### src/design/krhm_pkg.sv
`default_nettype none

package krhm_pkg;

  // Register indexes on the configuration port.
  localparam logic [1:0] REG_WINDOW_LENGTH = 2'd0;
  localparam logic [1:0] REG_FULL_SCALE    = 2'd1;
  localparam logic [1:0] REG_MAX_HEIGHT    = 2'd2;

  // Item kinds on the input stream.
  localparam logic KIND_KEY  = 1'b0;
  localparam logic KIND_TICK = 1'b1;

  // Reset values of the configuration registers.
  localparam logic [15:0] WINDOW_LENGTH_RST = 16'd500;
  localparam logic [7:0]  FULL_SCALE_RST    = 8'd120;
  localparam logic [7:0]  MAX_HEIGHT_RST    = 8'd40;

  // Rate arithmetic constants.
  localparam logic [29:0] RATE_SCALE   = 30'd12000;
  localparam logic [15:0] COUNT_MAX    = 16'hFFFF;
  localparam logic [7:0]  RATE_MAX     = 8'hFF;
  localparam int          EMIT_LIMIT   = 16;
  localparam logic [2:0]  DIV_LAST_STEP = 3'd7;

  // Bar heights for the special cases.
  localparam logic [7:0] BAR_ZERO = 8'd1;
  localparam logic [7:0] BAR_MIN  = 8'd2;

  // Controller states.
  typedef enum logic [3:0] {
    ST_IDLE,
    ST_R_START,
    ST_R_WAIT,
    ST_R_WRITE,
    ST_RD_ISSUE,
    ST_RD_CAP,
    ST_B_START,
    ST_B_WAIT,
    ST_OUT
  } state_t;

  // Commands from the controller to the datapath.
  typedef struct packed {
    logic take_in;
    logic div_rate;
    logic rate_load;
    logic hist_wr;
    logic rd_capture;
    logic div_bar;
    logic bar_load;
    logic emit_next;
  } dp_cmd_t;

  // Status from the datapath to the controller.
  typedef struct packed {
    logic close;
    logic div_done;
    logic last_item;
  } dp_status_t;

endpackage

`default_nettype wire

### src/design/krhm_ram.sv
`default_nettype none

module krhm_ram #(
  parameter int WIDTH = 8,
  parameter int DEPTH = 16
) (
  input  wire logic                     clk,
  input  wire logic                     we,
  input  wire logic [$clog2(DEPTH)-1:0] waddr,
  input  wire logic [WIDTH-1:0]         wdata,
  input  wire logic [$clog2(DEPTH)-1:0] raddr,
  output logic      [WIDTH-1:0]         rdata
);

  logic [WIDTH-1:0] mem [DEPTH];

  // One write port and one registered read port.
  always_ff @(posedge clk) begin
    if (we) begin
      mem[waddr] <= wdata;
    end
    rdata <= mem[raddr];
  end

endmodule

`default_nettype wire

### src/design/krhm_div.sv
`default_nettype none

module krhm_div
  import krhm_pkg::*;
(
  input  wire logic        clk,
  input  wire logic        rst,
  input  wire logic        start,
  input  wire logic [29:0] num,
  input  wire logic [31:0] den,
  output logic             done,
  output logic [7:0]       quot
);

  logic [29:0] rem;
  logic [38:0] dsh;
  logic [7:0]  q;
  logic [2:0]  cnt;
  logic        busy;
  logic        sat;

  // Control: busy for eight restoring steps, done pulses after the last one.
  always_ff @(posedge clk) begin
    if (rst) begin
      busy <= 1'b0;
      done <= 1'b0;
    end else begin
      done <= busy && (cnt == DIV_LAST_STEP);
      if (start) begin
        busy <= 1'b1;
      end else if (busy && (cnt == DIV_LAST_STEP)) begin
        busy <= 1'b0;
      end
    end
  end

  // One quotient bit per cycle; a quotient of 256 or more saturates.
  always_ff @(posedge clk) begin
    if (start) begin
      rem <= num;
      dsh <= {den, 7'b0};
      cnt <= 3'd0;
      sat <= {10'b0, num} >= {den, 8'b0};
    end else if (busy) begin
      if ({9'b0, rem} >= dsh) begin
        rem <= rem - dsh[29:0];
        q   <= {q[6:0], 1'b1};
      end else begin
        q   <= {q[6:0], 1'b0};
      end
      dsh <= dsh >> 1;
      cnt <= cnt + 3'd1;
    end
  end

  assign quot = sat ? RATE_MAX : q;

endmodule

`default_nettype wire

### src/design/krhm_ctrl.sv
`default_nettype none

module krhm_ctrl
  import krhm_pkg::*;
(
  input  wire logic       clk,
  input  wire logic       rst,
  input  wire logic       s_valid,
  output logic            s_ready,
  output logic            m_valid,
  input  wire logic       m_ready,
  input  wire dp_status_t status,
  output dp_cmd_t         cmd
);

  state_t state;
  state_t state_next;

  // State register.
  always_ff @(posedge clk) begin
    if (rst) begin
      state <= ST_IDLE;
    end else begin
      state <= state_next;
    end
  end

  // Next state.
  always_comb begin
    state_next = state;
    unique case (state)
      ST_IDLE: begin
        if (s_valid && status.close) begin
          state_next = ST_R_START;
        end
      end
      ST_R_START:  state_next = ST_R_WAIT;
      ST_R_WAIT: begin
        if (status.div_done) begin
          state_next = ST_R_WRITE;
        end
      end
      ST_R_WRITE:  state_next = ST_RD_ISSUE;
      ST_RD_ISSUE: state_next = ST_RD_CAP;
      ST_RD_CAP:   state_next = ST_B_START;
      ST_B_START:  state_next = ST_B_WAIT;
      ST_B_WAIT: begin
        if (status.div_done) begin
          state_next = ST_OUT;
        end
      end
      ST_OUT: begin
        if (m_ready) begin
          state_next = status.last_item ? ST_IDLE : ST_RD_ISSUE;
        end
      end
      default: state_next = ST_IDLE;
    endcase
  end

  // Outputs and datapath commands.
  always_comb begin
    s_ready = 1'b0;
    m_valid = 1'b0;
    cmd     = '0;
    unique case (state)
      ST_IDLE: begin
        s_ready     = 1'b1;
        cmd.take_in = s_valid;
      end
      ST_R_START:  cmd.div_rate  = 1'b1;
      ST_R_WAIT:   cmd.rate_load = status.div_done;
      ST_R_WRITE:  cmd.hist_wr   = 1'b1;
      ST_RD_ISSUE: ;
      ST_RD_CAP:   cmd.rd_capture = 1'b1;
      ST_B_START:  cmd.div_bar   = 1'b1;
      ST_B_WAIT:   cmd.bar_load  = status.div_done;
      ST_OUT: begin
        m_valid       = 1'b1;
        cmd.emit_next = m_ready;
      end
      default: ;
    endcase
  end

  // The input side is closed for the whole closing run.
  a_ready_excl: assert property (@(posedge clk) disable iff (rst)
    !(s_ready && m_valid))
    else $error("input taken while a result is shown");

  // After the last result of a run the block is ready for input again.
  a_run_end: assert property (@(posedge clk) disable iff (rst)
    (m_valid && m_ready && status.last_item) |=> s_ready)
    else $error("run did not return to idle after its last result");

  // A division finishes only while the controller waits for it.
  a_div_wait: assert property (@(posedge clk) disable iff (rst)
    status.div_done |-> (state == ST_R_WAIT || state == ST_B_WAIT))
    else $error("division finished outside a wait state");

  // A history write is always followed by a read sweep, never by idle.
  a_wr_sweep: assert property (@(posedge clk) disable iff (rst)
    cmd.hist_wr |=> (state == ST_RD_ISSUE))
    else $error("history write not followed by a read");

endmodule

`default_nettype wire

### src/design/krhm_dp.sv
`default_nettype none

module krhm_dp
  import krhm_pkg::*;
#(
  parameter int HISTORY_DEPTH = 16
) (
  input  wire logic        clk,
  input  wire logic        rst,
  input  wire logic        cfg_we,
  input  wire logic [1:0]  cfg_index,
  input  wire logic [15:0] cfg_data,
  input  wire logic        in_cmd,
  input  wire logic        in_key_down,
  input  wire logic [31:0] in_now_ms,
  input  wire dp_cmd_t     cmd,
  output dp_status_t       status,
  output logic [3:0]       bar_index,
  output logic [7:0]       window_rate,
  output logic [7:0]       bar_height
);

  localparam int AW     = $clog2(HISTORY_DEPTH);
  localparam int EMIT_N = (HISTORY_DEPTH < EMIT_LIMIT) ? HISTORY_DEPTH : EMIT_LIMIT;
  localparam logic [AW-1:0] PTR_LAST   = AW'(HISTORY_DEPTH - 1);
  localparam logic [AW:0]   PTR_DEPTH  = (AW + 1)'(HISTORY_DEPTH);
  localparam logic [AW:0]   PTR_OFFSET = (AW + 1)'(HISTORY_DEPTH - EMIT_N);
  localparam logic [3:0]    IDX_LAST   = 4'(EMIT_N - 1);

  logic [15:0] window_length_ms;
  logic [7:0]  full_scale_rate;
  logic [7:0]  max_bar_height;

  logic [15:0] press_count;
  logic [31:0] window_begin;
  logic        started;
  logic [31:0] elapsed;
  logic [31:0] elapsed_q;
  logic [29:0] rate_prod;
  logic        count_zero;
  logic [7:0]  rate_q;

  logic [HISTORY_DEPTH-1:0] valid;
  logic [AW-1:0] wr_ptr;
  logic [AW-1:0] wr_ptr_inc;
  logic [AW-1:0] rd_ptr;
  logic [AW:0]   start_sum;
  logic [7:0]    ram_rdata;
  logic [15:0]   bar_prod;
  logic [3:0]    idx;

  logic        div_start;
  logic [29:0] div_num;
  logic [31:0] div_den;
  logic        div_done;
  logic [7:0]  div_quot;

  // Configuration registers.
  always_ff @(posedge clk) begin
    if (rst) begin
      window_length_ms <= WINDOW_LENGTH_RST;
      full_scale_rate  <= FULL_SCALE_RST;
      max_bar_height   <= MAX_HEIGHT_RST;
    end else if (cfg_we) begin
      unique case (cfg_index)
        REG_WINDOW_LENGTH: window_length_ms <= cfg_data;
        REG_FULL_SCALE:    full_scale_rate  <= cfg_data[7:0];
        REG_MAX_HEIGHT:    max_bar_height   <= cfg_data[7:0];
        default: ;
      endcase
    end
  end

  // Window decision for the item on the input.
  assign elapsed = in_now_ms - window_begin;
  assign status.close = (in_cmd == KIND_TICK) && started &&
                        (elapsed >= {16'b0, window_length_ms});

  // Press counting and window bookkeeping on each accepted item.
  always_ff @(posedge clk) begin
    if (rst) begin
      press_count  <= '0;
      window_begin <= '0;
      started      <= 1'b0;
    end else if (cmd.take_in) begin
      if (in_cmd == KIND_KEY) begin
        if (in_key_down && (press_count != COUNT_MAX)) begin
          press_count <= press_count + 16'd1;
        end
      end else if (!started) begin
        started      <= 1'b1;
        window_begin <= in_now_ms;
      end else if (status.close) begin
        press_count  <= '0;
        window_begin <= in_now_ms;
      end
    end
  end

  // Snapshot of the closing window: scaled count and elapsed time.
  always_ff @(posedge clk) begin
    if (cmd.take_in && status.close) begin
      rate_prod  <= 30'({14'b0, press_count} * RATE_SCALE);
      count_zero <= (press_count == 16'd0);
      elapsed_q  <= elapsed;
    end
  end

  // Shared divider: window rate first, then one bar height per result.
  assign div_start = cmd.div_rate || cmd.div_bar;
  assign div_num   = cmd.div_bar ? {14'b0, bar_prod} : rate_prod;
  assign div_den   = cmd.div_bar ? {24'b0, full_scale_rate} : elapsed_q;

  krhm_div u_div (
    .clk   (clk),
    .rst   (rst),
    .start (div_start),
    .num   (div_num),
    .den   (div_den),
    .done  (div_done),
    .quot  (div_quot)
  );

  assign status.div_done = div_done;

  // Clamped window rate; no presses always gives zero.
  always_ff @(posedge clk) begin
    if (cmd.rate_load) begin
      rate_q <= count_zero ? 8'd0 : div_quot;
    end
  end

  // History ring: write pointer marks the oldest entry.
  assign wr_ptr_inc = (wr_ptr == PTR_LAST) ? '0 : wr_ptr + AW'(1);
  assign start_sum  = {1'b0, wr_ptr_inc} + PTR_OFFSET;

  krhm_ram #(
    .WIDTH (8),
    .DEPTH (HISTORY_DEPTH)
  ) u_hist (
    .clk   (clk),
    .we    (cmd.hist_wr),
    .waddr (wr_ptr),
    .wdata (rate_q),
    .raddr (rd_ptr),
    .rdata (ram_rdata)
  );

  // Valid bits stand in for clearing the history at reset.
  always_ff @(posedge clk) begin
    if (rst) begin
      valid  <= '0;
      wr_ptr <= '0;
    end else if (cmd.hist_wr) begin
      valid[wr_ptr] <= 1'b1;
      wr_ptr        <= wr_ptr_inc;
    end
  end

  // Read sweep over the newest entries, oldest first.
  always_ff @(posedge clk) begin
    if (rst) begin
      rd_ptr <= '0;
      idx    <= '0;
    end else if (cmd.hist_wr) begin
      rd_ptr <= (start_sum >= PTR_DEPTH) ? AW'(start_sum - PTR_DEPTH) : AW'(start_sum);
      idx    <= '0;
    end else if (cmd.emit_next) begin
      rd_ptr <= (rd_ptr == PTR_LAST) ? '0 : rd_ptr + AW'(1);
      idx    <= idx + 4'd1;
    end
  end

  assign status.last_item = (idx == IDX_LAST);

  // Capture the stored rate and scale it for the bar.
  always_ff @(posedge clk) begin
    if (cmd.rd_capture) begin
      window_rate <= valid[rd_ptr] ? ram_rdata : 8'd0;
      bar_prod    <= 16'(valid[rd_ptr] ? ram_rdata : 8'd0) * 16'(max_bar_height);
      bar_index   <= idx;
    end
  end

  // Bar height with its floor and the zero-rate marker.
  always_ff @(posedge clk) begin
    if (cmd.bar_load) begin
      if (window_rate == 8'd0) begin
        bar_height <= BAR_ZERO;
      end else if (div_quot < BAR_MIN) begin
        bar_height <= BAR_MIN;
      end else begin
        bar_height <= div_quot;
      end
    end
  end

endmodule

`default_nettype wire

### src/design/keystroke_rate_history_meter_unit.sv
// Keystroke rate meter with a rolling history of window rates.
//
// Input stream: tuser[0] is the item kind (0 key event, 1 timer tick);
// tdata carries key_down in bit 0 and the millisecond timestamp in bits
// 32:1. Key events count presses and are taken while idle. A tick that
// closes a window (elapsed >= window length) computes the window rate,
// pushes it into the history and then sends one result for each of the
// newest entries, at most 16, oldest first, with tlast on the last one.
//
// Sequence: a closing tick runs the rate division and the history write,
// then for each result a history read, multiply, 8-step bar division and
// output. Both divisions share one restoring divider that yields one
// quotient bit per cycle. No input is taken during a run; a stalled
// receiver holds the run, the result stays in the output register until
// it is taken.
//
// Reset sets the registers to their defaults (500 ms, 120, 40), clears the
// count, the window start and the history. The first tick after reset
// only marks the start of the first window.
`default_nettype none

module keystroke_rate_history_meter_unit
  import krhm_pkg::*;
#(
  parameter int HISTORY_DEPTH = 16
) (
  input  wire logic        clk,
  input  wire logic        rst,
  // Input stream.
  input  wire logic        s_axis_tvalid,
  output logic             s_axis_tready,
  input  wire logic [39:0] s_axis_tdata,   // key_down[0], now_ms[32:1], zero fill
  input  wire logic [0:0]  s_axis_tuser,   // cmd[0]
  // Result stream.
  output logic             m_axis_tvalid,
  input  wire logic        m_axis_tready,
  output logic [23:0]      m_axis_tdata,   // bar_index[3:0], window_rate[11:4],
                                           // bar_height[19:12], zero fill
  output logic             m_axis_tlast,
  // Configuration writes.
  input  wire logic        cfg_we,
  input  wire logic [1:0]  cfg_index,
  input  wire logic [15:0] cfg_data
);

  dp_cmd_t    cmd;
  dp_status_t status;
  logic [3:0] bar_index;
  logic [7:0] window_rate;
  logic [7:0] bar_height;

  krhm_ctrl u_ctrl (
    .clk     (clk),
    .rst     (rst),
    .s_valid (s_axis_tvalid),
    .s_ready (s_axis_tready),
    .m_valid (m_axis_tvalid),
    .m_ready (m_axis_tready),
    .status  (status),
    .cmd     (cmd)
  );

  krhm_dp #(
    .HISTORY_DEPTH (HISTORY_DEPTH)
  ) u_dp (
    .clk         (clk),
    .rst         (rst),
    .cfg_we      (cfg_we),
    .cfg_index   (cfg_index),
    .cfg_data    (cfg_data),
    .in_cmd      (s_axis_tuser[0]),
    .in_key_down (s_axis_tdata[0]),
    .in_now_ms   (s_axis_tdata[32:1]),
    .cmd         (cmd),
    .status      (status),
    .bar_index   (bar_index),
    .window_rate (window_rate),
    .bar_height  (bar_height)
  );

  // Result packing.
  assign m_axis_tdata = {4'b0, bar_height, window_rate, bar_index};
  assign m_axis_tlast = status.last_item;

endmodule

`default_nettype wire

### config.mk
export PLATFORM = sky130hd
export DESIGN_NAME = keystroke_rate_history_meter_unit
export DESIGN_NICKNAME = d
export VERILOG_FILES = /design/src/design/krhm_pkg.sv /design/src/design/krhm_ram.sv /design/src/design/krhm_div.sv /design/src/design/krhm_ctrl.sv /design/src/design/krhm_dp.sv /design/src/design/keystroke_rate_history_meter_unit.sv
export SDC_FILE = /design/constraint.sdc
export NUM_CORES = 1
export LEC_CHECK = 0
export BUFFER_PORTS_ARGS = -buffer_cell sky130_fd_sc_hd__buf_4
export CAP_MARGIN = 10
export CORE_UTILIZATION = 60
export CTS_CLUSTER_SIZE = 25
export DETAILED_ROUTE_END_ITERATION = 10
export PLACE_DENSITY_LB_ADDON = 0.2
export SETUP_SLACK_MARGIN = 0.2
export SLEW_MARGIN = 25
export SYNTH_ARGS = -nofsm -noshare
export SYNTH_HDL_FRONTEND = slang
export SYNTH_HIERARCHICAL = 1
export SYNTH_SLANG_ARGS = --single-unit
### constraint.sdc
create_clock -name clk -period 8 [get_ports clk]
set_clock_uncertainty 0.15 [all_clocks]
set_input_delay 0.8 -clock clk [delete_from_list [all_inputs] [get_ports clk]]
set_output_delay 0.8 -clock clk [all_outputs]
set_load 0.02 [all_outputs]
Word level (Yosys, flattened, before mapping)
Memories as Yosys holds them, arrays and structs flattened. A register that Yosys moved wholly into a read port is not among the register bits.
Cells that the tools add are included.
{"block": "totals", "word_cells": 145, "mem_bits_ro": 0, "ff_bits": 298, "memories": 1, "ramBits": 128, "latch_bits": 0, "output_inout_bits": 27}
{"memory": "u_dp.u_hist.mem", "depth": 16, "width": 8, "read_ports": 1, "rd_ports_with_merged_regs": 1, "write_ports": 1, "line": "krhm_ram.sv:15", "text": "logic [WIDTH-1:0] mem [DEPTH];"}
{"block": "classes", "n_div": 0, "n_reduce_logical": 28, "mux": 46, "magnitude_cmp": 8, "addsub": 8, "shift": 0, "mul": 2, "eq_ne": 22, "n_bitwise": 2}
{"op": "$mux W30", "n": 4}
{"op": "$mux W32", "n": 3}
{"op": "$mux W39", "n": 2}
{"op": "$mux W16", "n": 4}
{"op": "$ge A30 B40 Y1", "n": 1}
{"op": "$ge A30 B39 Y1", "n": 1}
{"op": "$mux W4", "n": 9}
{"op": "$pmux W4 S9", "n": 1}
{"op": "$ge A32 B16 Y1", "n": 1}
{"op": "$sub A32 B32 Y32", "n": 1}
{"op": "$sub A30 B30 Y30", "n": 1}
{"op": "$mul A16 B9 Y25 const B", "n": 1}
{"op": "$mux W1", "n": 17}
{"op": "$add A16 B1 Y16 const B", "n": 1}
{"op": "$eq A4 B3 Y1 const B", "n": 4}
{"op": "$eq A4 B4 Y1 const B", "n": 4}
{"op": "$logic_not A16 Y1", "n": 1}
{"op": "$mul A16 B8 Y16", "n": 1}
{"op": "$mux W8", "n": 2}
{"op": "$ne A16 B16 Y1 const B", "n": 1}
{"op": "$or A16 B16 Y16", "n": 1}
{"op": "$add A4 B1 Y4 const B", "n": 3}
{"op": "$reduce_and A2 Y1", "n": 6}
{"op": "$lt A4 B5 Y1 const B", "n": 2}
{"op": "other kinds (26)", "n": 44}

Longest topological paths before layout
Gate-level depths: netlist of run 1.
{"block": "depth", "depth_word": 6, "ltp_mapped": 25}

Cells and area by module
Netlist of run 1, hierarchy kept.
{"mod": "krhm_dp", "seq_area_each_um2": 5245.0, "area_per_inst_um2": 15847.7, "instances": 1, "cells_per_inst": 1617}
{"mod": "krhm_div", "seq_area_each_um2": 2372.3, "area_per_inst_um2": 5559.1, "instances": 1, "cells_per_inst": 569}
{"mod": "krhm_ram", "seq_area_each_um2": 4003.8, "area_per_inst_um2": 5147.4, "instances": 1, "cells_per_inst": 229}
{"mod": "krhm_ctrl", "seq_area_each_um2": 80.1, "area_per_inst_um2": 324.1, "instances": 1, "cells_per_inst": 45}
{"mod": "keystroke_rate_history_meter_unit", "seq_area_each_um2": 0.0, "area_per_inst_um2": 33.8, "instances": 1, "cells_per_inst": 5}

Worst setup path after synthesis of run 1
OpenSTA, ideal clock, no wires.
{"block": "synth_path", "path_type": "in2reg", "start": "in s_axis_tdata[1]", "end": "reg u_dp.count_zero, enable pin", "stages": 22, "setup_time_ns": 0.650, "path_slack_ns": 1.268, "arrival_time_ns": 5.932, "n_path_buf": 1, "cell_sequence": "inv_1 ha_1 inv_1 fa_1 a21oi_1 o221ai_2 a221oi_4 nor2_1 nor2_1 o21bai_1 a21oi_1 xnor2_1 ha_1 a2111oi_0 o211ai_1 a31oi_1 o31ai_1 nor4_1 or4b_4 o31ai_4 buf_4 nand2_1"}
{"block": "synth_between", "elab_chain_len": 4}
{"element": "start, declared", "line": "keystroke_rate_history_meter_unit.sv:32", "text": "input wire logic [39:0] s_axis_tdata,"}
{"element": "$sub A32 B32 Y32", "line": "krhm_dp.sv:75", "text": "assign elapsed = in_now_ms - window_begin;"}
{"element": "named net u_dp.elapsed[14]", "line": "krhm_dp.sv:37", "text": "logic [31:0] elapsed;"}
{"element": "$ge A32 B16 Y1", "line": "krhm_dp.sv:77", "text": "(elapsed >= {16'b0, window_length_ms});"}
{"element": "$logic_and A1 B1 Y1", "line": "krhm_dp.sv:76", "text": "assign status.close = (in_cmd == KIND_TICK) && started &&"}
{"element": "$logic_and A1 B1 Y1", "line": "krhm_dp.sv:102", "text": "if (cmd.take_in && status.close) begin"}
{"element": "end signal, assigned", "line": "krhm_dp.sv:104", "text": "count_zero <= (press_count == 16'd0);"}
{"element": "end, declared", "line": "krhm_dp.sv:40", "text": "logic count_zero;"}
The timed path passes the listed nets, and every way through them passes these cells.
A chain may end at the register's enable or synchronous reset.

Final worst setup path of run 1
{"block": "layout_path", "start": "reg u_dp.rd_ptr[2]", "end": "reg u_dp.bar_prod[15], data pin"}
{"block": "layout_between", "elab_chain_len": 4}
{"element": "start, declared", "line": "krhm_dp.sv:46", "text": "logic [AW-1:0] rd_ptr;"}
{"element": "start signal, assigned", "line": "krhm_dp.sv:166", "text": "rd_ptr <= (start_sum >= PTR_DEPTH) ? AW'(start_sum - PTR_DEPTH) : AW'(start_sum);"}
{"element": "start signal, assigned", "line": "krhm_dp.sv:169", "text": "rd_ptr <= (rd_ptr == PTR_LAST) ? '0 : rd_ptr + AW'(1);"}
{"element": "$bmux W1 S4", "line": "krhm_dp.sv:180", "text": "bar_prod <= 16'(valid[rd_ptr] ? ram_rdata : 8'd0) * 16'(max_bar_height);"}
{"element": "$mux W1 (implied by the code)", "line": "krhm_dp.sv:180"}
{"element": "$mux W8", "line": "krhm_dp.sv:180"}
{"element": "$mul A16 B8 Y16", "line": "krhm_dp.sv:180"}
{"element": "end signal, assigned", "line": "krhm_dp.sv:180"}
{"element": "end, declared", "line": "krhm_dp.sv:49", "text": "logic [15:0] bar_prod;"}
Every way passes these cells. The select of a mux whose other input is x is not followed.

==> results of run 1 <==
[worst max-delay path by stage]
stage / to / slack (ps) / cells past startpoint
5_1_grt: u_dp/bar_prod[15]$_DFFE_PP_ / 580 / 22
2_1_floorplan: u_dp/count_zero$_DFFE_PP_ / 1270 / 22
6_report: u_dp/bar_prod[15]$_DFFE_PP_ / 980 / 22
3_3_place_gp: u_dp/bar_prod[15]$_DFFE_PP_ / 1260 / 22
3_5_place_dp: u_dp/bar_prod[15]$_DFFE_PP_ / 1100 / 22
4_1_cts: u_dp/bar_prod[15]$_DFFE_PP_ / 1050 / 22
[synth_stat cells (23+ instances only)]
cell type  instances
nor2_1           173
inv_1            301
a21o_1            36
mux2i_1           52
clkbuf_1          53
dfxtp_1          133
fa_1             106
o21ai_0           80
nor2b_1           60
nor3_1            28
ha_1             220
xnor2_1           69
nand3_1           23
and3_1            69
mux4_2            23
a21oi_1          132
and2_1            27
nand2_1          165
a22o_1            31
xor2_1            28
edfxtp_1         301
[worst max-delay path: stages (launching register included)]
cell and delay [ps]:
dfxtp_1 650, mux4_2 400, mux4_2 870, and2_1 350, nand2_1 100, fa_1 450, fa_1 540, inv_1 60
fa_1 530, inv_1 60, fa_1 530, inv_1 40, ha_1 310, a21boi_0 310, o21ai_0 150, a21boi_0 250
o21ai_0 150, a21boi_0 260, o21a_1 160, o21ai_0 80, nand2b_1 90, a21oi_1 80, xnor2_1 130
[cell type report]
cell class	instances	share of cell area
timing repair buffer	98	0.0249
sequential	434	0.395
clock buffer	64	0.0446
clock inverter	24	0.0101
inverter	301	0.0382
tap	592	0.0250
multi-input combinational	1641	0.462
[registers in the layout, summed over array words and instances (netlist names), 16 cells and up]
name	cells
u_dp/u_hist/mem	128
u_dp/u_div/dsh	39
u_dp/elapsed_q	32
u_dp/window_begin	32
u_dp/u_div/rem	30
u_dp/rate_prod	25
u_dp/bar_prod	16
u_dp/press_count	16
u_dp/valid	16
u_dp/window_length_ms	16
[placed cells by master (no fill, tap or decap), types with 28 or more instances in the layout]
cell	n
and3_1	69
inv_1	301
clkbuf_16	47
a22o_1	31
nor2_1	171
nor2b_1	59
edfxtp_1	301
ha_1	220
nand2_1	164
a21o_1	36
fa_1	106
xor2_1	28
a21oi_1	132
buf_4	98
mux2i_1	52
xnor2_1	69
dfxtp_1	132
o21ai_0	80
[cells by family after synthesis]
logic type,after synthesis,share of synthesized area
buffers and inverters,393,0.0590
multiplexers,109,0.0606
adder cells (fa/ha/maj),326,0.181
flip-flops,434,0.435
AND/OR/NAND/NOR,662,0.124
AO/OA/AOI/OAI,443,0.109
XOR/XNOR,97,0.0316
other,1,0.000139
[routing by layer]
metal	share of wire	GRT usage	wire, um
met1	0.43	0.361	25600
met2	0.49	0.445	28900
met3	0.056	0.0347	3350
met4	0.028	0.0909	1660
met5	0	0	0
[where the power goes]
part	total (mW)	internal [mW]	switching (mW)	leakage [nW]
registers	2.95	2.78	0.172	3.81
logic	2.22	0.894	1.33	7.78
clock network	2.23	1.30	0.928	0.786
==> key figures, run 1 <==
Layout
  • Layout Cells excl Fill: 3154
  • Area grow syn2layout: 9.99%
  • Util after Layout: 0.669
  • Area occupied by registers: 11700 sq um
  • # fillers: approximately 3300
  • Area of the multi-input gates: 13700 sq um
  • Total Nets Final: 2913
  • Fraction of layout cells with a size suffix above 1: 0.103
  • Diodes inserted: 0
  • Design area: 29600 sq um

Place
  • Final GP Congestion: 0.906
  • Placed Area: 28000 sq um
  • Pre-CTS WS: 1100 ps
  • # port buffers: between 70 and 80
  • Hpwl dp: 43600 um
  • Cells after DPL: 3066

Power and ir drop
  • Leakage: approximately 12 nW
  • Pwr per Cell Area: approximately 250 nW/um^2
  • Worst VDD drop: 0.000179 V
  • Power Total: 7.40 mW

Worst setup path
  • CP arrival: around 7200 ps
  • CP Launch Type: register
  • CP Max Fanout: 63
  • Critical path origin: u_dp/rd_ptr[2]$_SDFFE_PP0P_
  • Crit Reg-Reg Startpoint: u_dp/rd_ptr[2]$_SDFFE_PP0P_
  • WP data required: slightly above 8000 ps
  • Reg2Reg Setup Slack: 980 ps
  • Crit Reg-Reg Endpoint: u_dp/bar_prod[15]$_DFFE_PP_
  • CP Class: register to register
  • Cells on worst reg2reg path: 22
  • Crit end category: register

Worst hold path
  • Hold EP: u_dp/window_length_ms[8]$_SDFFE_PP1P_
  • Hold Path Depth: 2
  • Hold WC Path Type: primary input to register
  • Min-delay src: cfg_data[8]

Timing
  • Worst-margin pin slew: 1000 ps
  • RSZ-0062 raised after global routing: false
  • Setup TNS: 0 ps
  • Final Hold Viols: 0
  • Hold slack: 272 ps
  • Max Fclk: roughly 0.14 GHz
  • Final min period: roughly 7000 ps
  • Rel. slew slack: 0.329
  • Fin. max-slew vios: 0
  • Final WS setup: 979 ps
  • Tcrit/Tclk final: 0.878
  • Final setup violation count: 0

Die
  • Rows: 77
  • Die Wd: 214 um
  • Die Ht: 214 um
  • # IOs: 91
  • Die area: 45700 sq um
  • Initial core utilization: 0.609
  • Core area: 44200 sq um

Route
  • Initial DRC count: 1183
  • Antenna Nets Post-Route: 0
  • WL final: 59500 um
  • Wirelength per Cell: about 19 um
  • Vias/cell: slightly below 6
  • DRC: 0
  • Via count: 18500
  • First-pass DRT Iterations: 5

Clocking
  • Post-CTS Setup Bufs: 0
  • CTS Buf Count: 47
  • Hold buffers post-CTS: 0
  • CTS tree: done
  • Clock buffer depth: 3
  • CTS resizes: 0
  • Clock-pin slew on the worst setup and hold paths: 60 ps
  • Htree depth: 2
  • Clock sink count: 434
  • Worst-Skew Late Latency: 620 ps
  • Root buf cell: clkbuf_16

Global route
  • Overall Global Routing Usage: 0.267
  • Largest net degree at the start of global routing: between 100 and 150
  • Vias in the first global route: 18300
  • Gr ovfl total: 0
  • Initial antenna violation count: 0
  • First-pass GRT wire length: 95100 um

Synth
  • Primary FF master, synth: edfxtp_1
  • Post-synth EDFFs: 301
  • Post-synthesis instance total: 2465
  • Top cells by area, synth: edfxtp_1 (34%), ha_1 (10%), dfxtp_1 (9.9%), fa_1 (7.9%), inv_1 (4.2%)
  • Post-synth ARST share: 0
  • Synth top area share: 0.336
  • Synthesized area: 26900 sq um
  • Post-Syn Area per Cell: 10.9 sq um
  • Post-synth cell types: 94
  • Register area share after synthesis: 0.435
  • Post-synthesis register bit count: roughly 430
  • Synth warn: 6
  • Cell taking the most area after synthesis: edfxtp_1

Run status
  • Status: completed

Run
  • Max-cap viol count: 0
No activity file was read; power rests on OpenSTA's default activity.
==> run 2: changes to the inputs <==
--- a/config.mk
+++ b/config.mk
@@ -5,12 +5,13 @@
 export SDC_FILE = /design/constraint.sdc
 export NUM_CORES = 1
 export LEC_CHECK = 0
+export ABC_AREA = 1
 export BUFFER_PORTS_ARGS = -buffer_cell sky130_fd_sc_hd__buf_4
 export CAP_MARGIN = 10
 export CORE_UTILIZATION = 60
 export CTS_CLUSTER_SIZE = 25
 export DETAILED_ROUTE_END_ITERATION = 10
-export PLACE_DENSITY_LB_ADDON = 0.2
+export PLACE_DENSITY = 0.79
 export SETUP_SLACK_MARGIN = 0.2
 export SLEW_MARGIN = 25
 export SYNTH_ARGS = -nofsm -noshare
==> constraint.sdc (replaced) <==
create_clock -name clk -period 8.2 [get_ports clk]
set_clock_uncertainty 0.15 [all_clocks]
set_input_delay 0.82 -clock clk [delete_from_list [all_inputs] [get_ports clk]]
set_output_delay 0.82 -clock clk [all_outputs]
set_load 0.02 [all_outputs]
==> key figures, run 2 <==
Synth
  • Primary FF master, synth: edfxtp_1 (unchanged)
  • Synth top area share: 0.308 (was 0.336)
  • Top cells by area, synth: edfxtp_1 (31%), nand2_1 (12%), inv_1 (9.9%), ha_1 (9.4%), dfxtp_1 (9.1%) (was edfxtp_1 (34%), ha_1 (10%), dfxtp_1 (9.9%), fa_1 (7.9%), inv_1 (4.2%))
  • Synth warn: 6 (unchanged)
  • Most common cell in the netlist: nand2_1
  • Post-synthesis instance total: 3695 (was 2465)
  • Register area share after synthesis: 0.398 (was 0.435)
  • Synthesized area: 29400 sq um (was 26900 sq um)
  • Post-synth EDFFs: 301 (unchanged)
  • Leading cell types by count after synthesis: nand2_1 (940), inv_1 (778), nor2_1 (333) (was edfxtp_1 (301), inv_1 (301), ha_1 (220))
  • Post-synth ARST share: 0 (unchanged)
  • Post-Syn Area per Cell: 7.95 sq um (was 10.9 sq um)
  • Post-synthesis register bit count: 434 (unchanged)
  • Post-synth cell types: 57 (was 94)
  • Cell taking the most area after synthesis: edfxtp_1 (unchanged)

Power and ir drop
  • Worst VDD drop: 0.000212 V (was 0.000179 V)
  • Pwr per Cell Area: 274 nW/um^2 (was 250 nW/um^2)
  • Leakage: 15.9 nW (was 12.4 nW)
  • Power Total: 8.75 mW (was 7.40 mW)

Timing
  • Final Hold Viols: 0 (unchanged)
  • Setup TNS: 0 ps (unchanged)
  • Final setup violation count: 0 (unchanged)
  • Hold slack: 287 ps (was 272 ps)
  • Tcrit/Tclk final: 0.797 (was 0.878)
  • Final min period: 6530 ps (was 7020 ps)
  • Fin. max-slew vios: 0 (unchanged)
  • Worst-margin pin slew: 990 ps (was 1000 ps)
  • RSZ-0062 raised after global routing: false (unchanged)
  • Rel. slew slack: 0.340 (was 0.329)
  • Max Fclk: 0.153 GHz (was 0.142 GHz)

Die
  • Rows: 80 (was 77)
  • Die Ht: 223 um (was 214 um)
  • Core area: 48000 sq um (was 44200 sq um)
  • # IOs: 91 (unchanged)
  • Initial core utilization: 0.612 (was 0.609)
  • Die Wd: 223 um (was 214 um)
  • Die area: 49900 sq um (was 45700 sq um)

Route
  • DRC: 0 (unchanged)
  • Vias/cell: 5.38 (was 5.88)
  • WL final: 70700 um (was 59500 um)
  • Antenna Nets Post-Route: 0 (unchanged)
  • First-pass DRT Iterations: 7 (was 5)
  • Via count: 23700 (was 18500)
  • Initial DRC count: 2196 (was 1183)
  • Wirelength per Cell: 16.1 um (was 18.9 um)

Clocking
  • Clock sink count: 434 (unchanged)
  • Root buf cell: clkbuf_16 (unchanged)
  • CTS Buf Count: 46 (was 47)
  • Clock buffer depth: 3 (unchanged)
  • Clock-pin slew on the worst setup and hold paths: 60 ps (about the same)
  • CTS tree: done (unchanged)
  • Worst-Skew Late Latency: 610 ps (was 620 ps)
  • CTS resizes: 0 (unchanged)
  • Hold buffers post-CTS: 0 (unchanged)
  • Post-CTS Setup Bufs: 0 (unchanged)
  • Htree depth: 2 (unchanged)

Worst setup path
  • CP Class: register to register (unchanged)
  • Worst Setup EP: u_dp/bar_prod[14]$_DFFE_PP_ (was u_dp/bar_prod[15]$_DFFE_PP_)
  • Critical-path top delay cell: fa_1 (was mux4_2)
  • Cells on worst reg2reg path: 28 (was 22)
  • WP data required: 8410 ps (was 8200 ps)
  • Reg2Reg Setup Slack: 1670 ps (was 980 ps)
  • Crit Reg-Reg Endpoint: u_dp/bar_prod[14]$_DFFE_PP_ (was u_dp/bar_prod[15]$_DFFE_PP_)
  • CP max stage delay: 560 ps (was 870 ps)
  • CP arrival: 6740 ps (was 7220 ps)
  • CP dominant cell by count: inv_1 (was fa_1)
  • CP Max Fanout: 29 (was 63)
  • Crit Reg-Reg Startpoint: u_dp/rd_ptr[2]$_SDFFE_PP0P_ (unchanged)
  • CP Launch Type: register (unchanged)
  • Crit end category: register (unchanged)
  • Critical path origin: u_dp/rd_ptr[2]$_SDFFE_PP0P_ (unchanged)

Global route
  • Largest net degree at the start of global routing: 70 (was 101)
  • First-pass GRT wire length: 115000 um (was 95100 um)
  • Initial antenna violation count: 0 (unchanged)
  • Overall Global Routing Usage: 0.290 (was 0.267)
  • Vias in the first global route: 22800 (was 18300)
  • Gr ovfl total: 0 (unchanged)

Layout
  • Top reg by flops: u_dp/u_hist/mem (unchanged)
  • # fillers: 3905 (was 3331)
  • Total Nets Final: 4141 (was 2913)
  • Fraction of layout cells with a size suffix above 1: 0.0641 (was 0.103)
  • Diodes inserted: 0 (unchanged)
  • Commonest non-fill, non-tap cell in the layout: nand2_1
  • Top Registers: u_dp/u_hist/mem x128, u_dp/u_div/dsh x39 (unchanged)
  • Max reg flops: 128 (unchanged)
  • Area grow syn2layout: 8.81% (was 9.99%)
  • Util after Layout: 0.665 (was 0.669)
  • Layout Cells excl Fill: 4403 (was 3154)
  • Commonest non-fill, non-tap cells in the layout: nand2_1 (940), inv_1 (776), nor2_1 (333) (was inv_1 (301), edfxtp_1 (301), ha_1 (220))

Worst hold path
  • Hold WC Path Type: register to register (was primary input to register)

Place
  • Final GP Congestion: 0.996 (was 0.906)
  • # port buffers: 79 (unchanged)
  • Hpwl dp: 52000 um (was 43600 um)
  • Cells after DPL: 4318 (was 3066)

Run status
  • Status: completed (unchanged)

Run
  • Max-cap viol count: 0 (unchanged)
[run 2: metal layers]
metal / vias to the layer above / wire length (um) / global-route usage
met2: 899 / 32600 / 0.471
met4: 0 / 2410 / 0.109
met3: 148 / 5590 / 0.0456
met5: - / 0 / 0
li1: 11700 / - / -
met1: 10900 / 30100 / 0.391
[run 2: logic make-up (layout without fill, tap and decap cells)]
family / count (synthesis) / count (layout) / synth area share
AND/OR/NAND/NOR: 1674 / 1674 / 0.240
buffers and inverters: 884 / 974 / 0.118
flip-flops: 434 / 434 / 0.398
adder cells (fa/ha/maj): 326 / 326 / 0.166
AO/OA/AOI/OAI: 313 / 313 / 0.0591
XOR/XNOR: 63 / 63 / 0.0188
other: 1 / 4 / 0.000128
[run 2: how the worst min path moves through the flow]
stage,start,endpoint,slack (ps),cells past startpoint
after detailed placement,u_dp/u_div/q[1]$_DFFE_PP_,u_dp/u_div/q[2]$_DFFE_PP_,270,0
after floorplan,u_dp/u_div/q[0]$_DFFE_PP_,u_dp/u_div/q[1]$_DFFE_PP_,270,0
after CTS,u_dp/u_div/q[1]$_DFFE_PP_,u_dp/u_div/q[2]$_DFFE_PP_,290,0
final,u_dp/u_div/q[1]$_DFFE_PP_,u_dp/u_div/q[2]$_DFFE_PP_,290,0
after global routing,u_dp/u_div/q[1]$_DFFE_PP_,u_dp/u_div/q[2]$_DFFE_PP_,300,0
after global placement,u_dp/u_div/q[1]$_DFFE_PP_,u_dp/u_div/q[2]$_DFFE_PP_,270,0
[run 2: final cells by class]
type | count | area [sq um] | area share
clock inverter | 25 | 314 | 0.00982
multi-input combinational | 2380 | 14200 | 0.445
timing repair buffer | 93 | 698 | 0.0218
tap | 615 | 769 | 0.0241
sequential | 434 | 11700 | 0.366
clock buffer | 60 | 1260 | 0.0393
inverter | 796 | 2990 | 0.0936
[run 2: power breakdown]
part | leakage [nW] | internal [mW] | switching, mW
Combinational | 11.4 | 1.17 | 2.49
Clock | 0.764 | 1.25 | 0.909
Sequential | 3.81 | 2.80 | 0.127
Total | 15.9 | 5.23 | 3.52
[run 2: metrics by stage]
step / instance area, sq um / setup WS, ps
floorplan: 29400 / 2390
global placement: 30400 / 1780
detailed placement: 30400 / 1690
CTS: 32000 / 1680
global route: 32000 / 1260
finish: 32000 / 1670
[run 2: worst max-delay path: cells and delay by family (launching register included)]
kind	cells	cell delay [ps]
xor gates and xnor gates	1	140
AOI/OAI and AO/OA	7	1220
buffers and inverters	8	1020
DFF	1	310
and+or+nand+nor	7	1000
adders and majority gates	5	2420
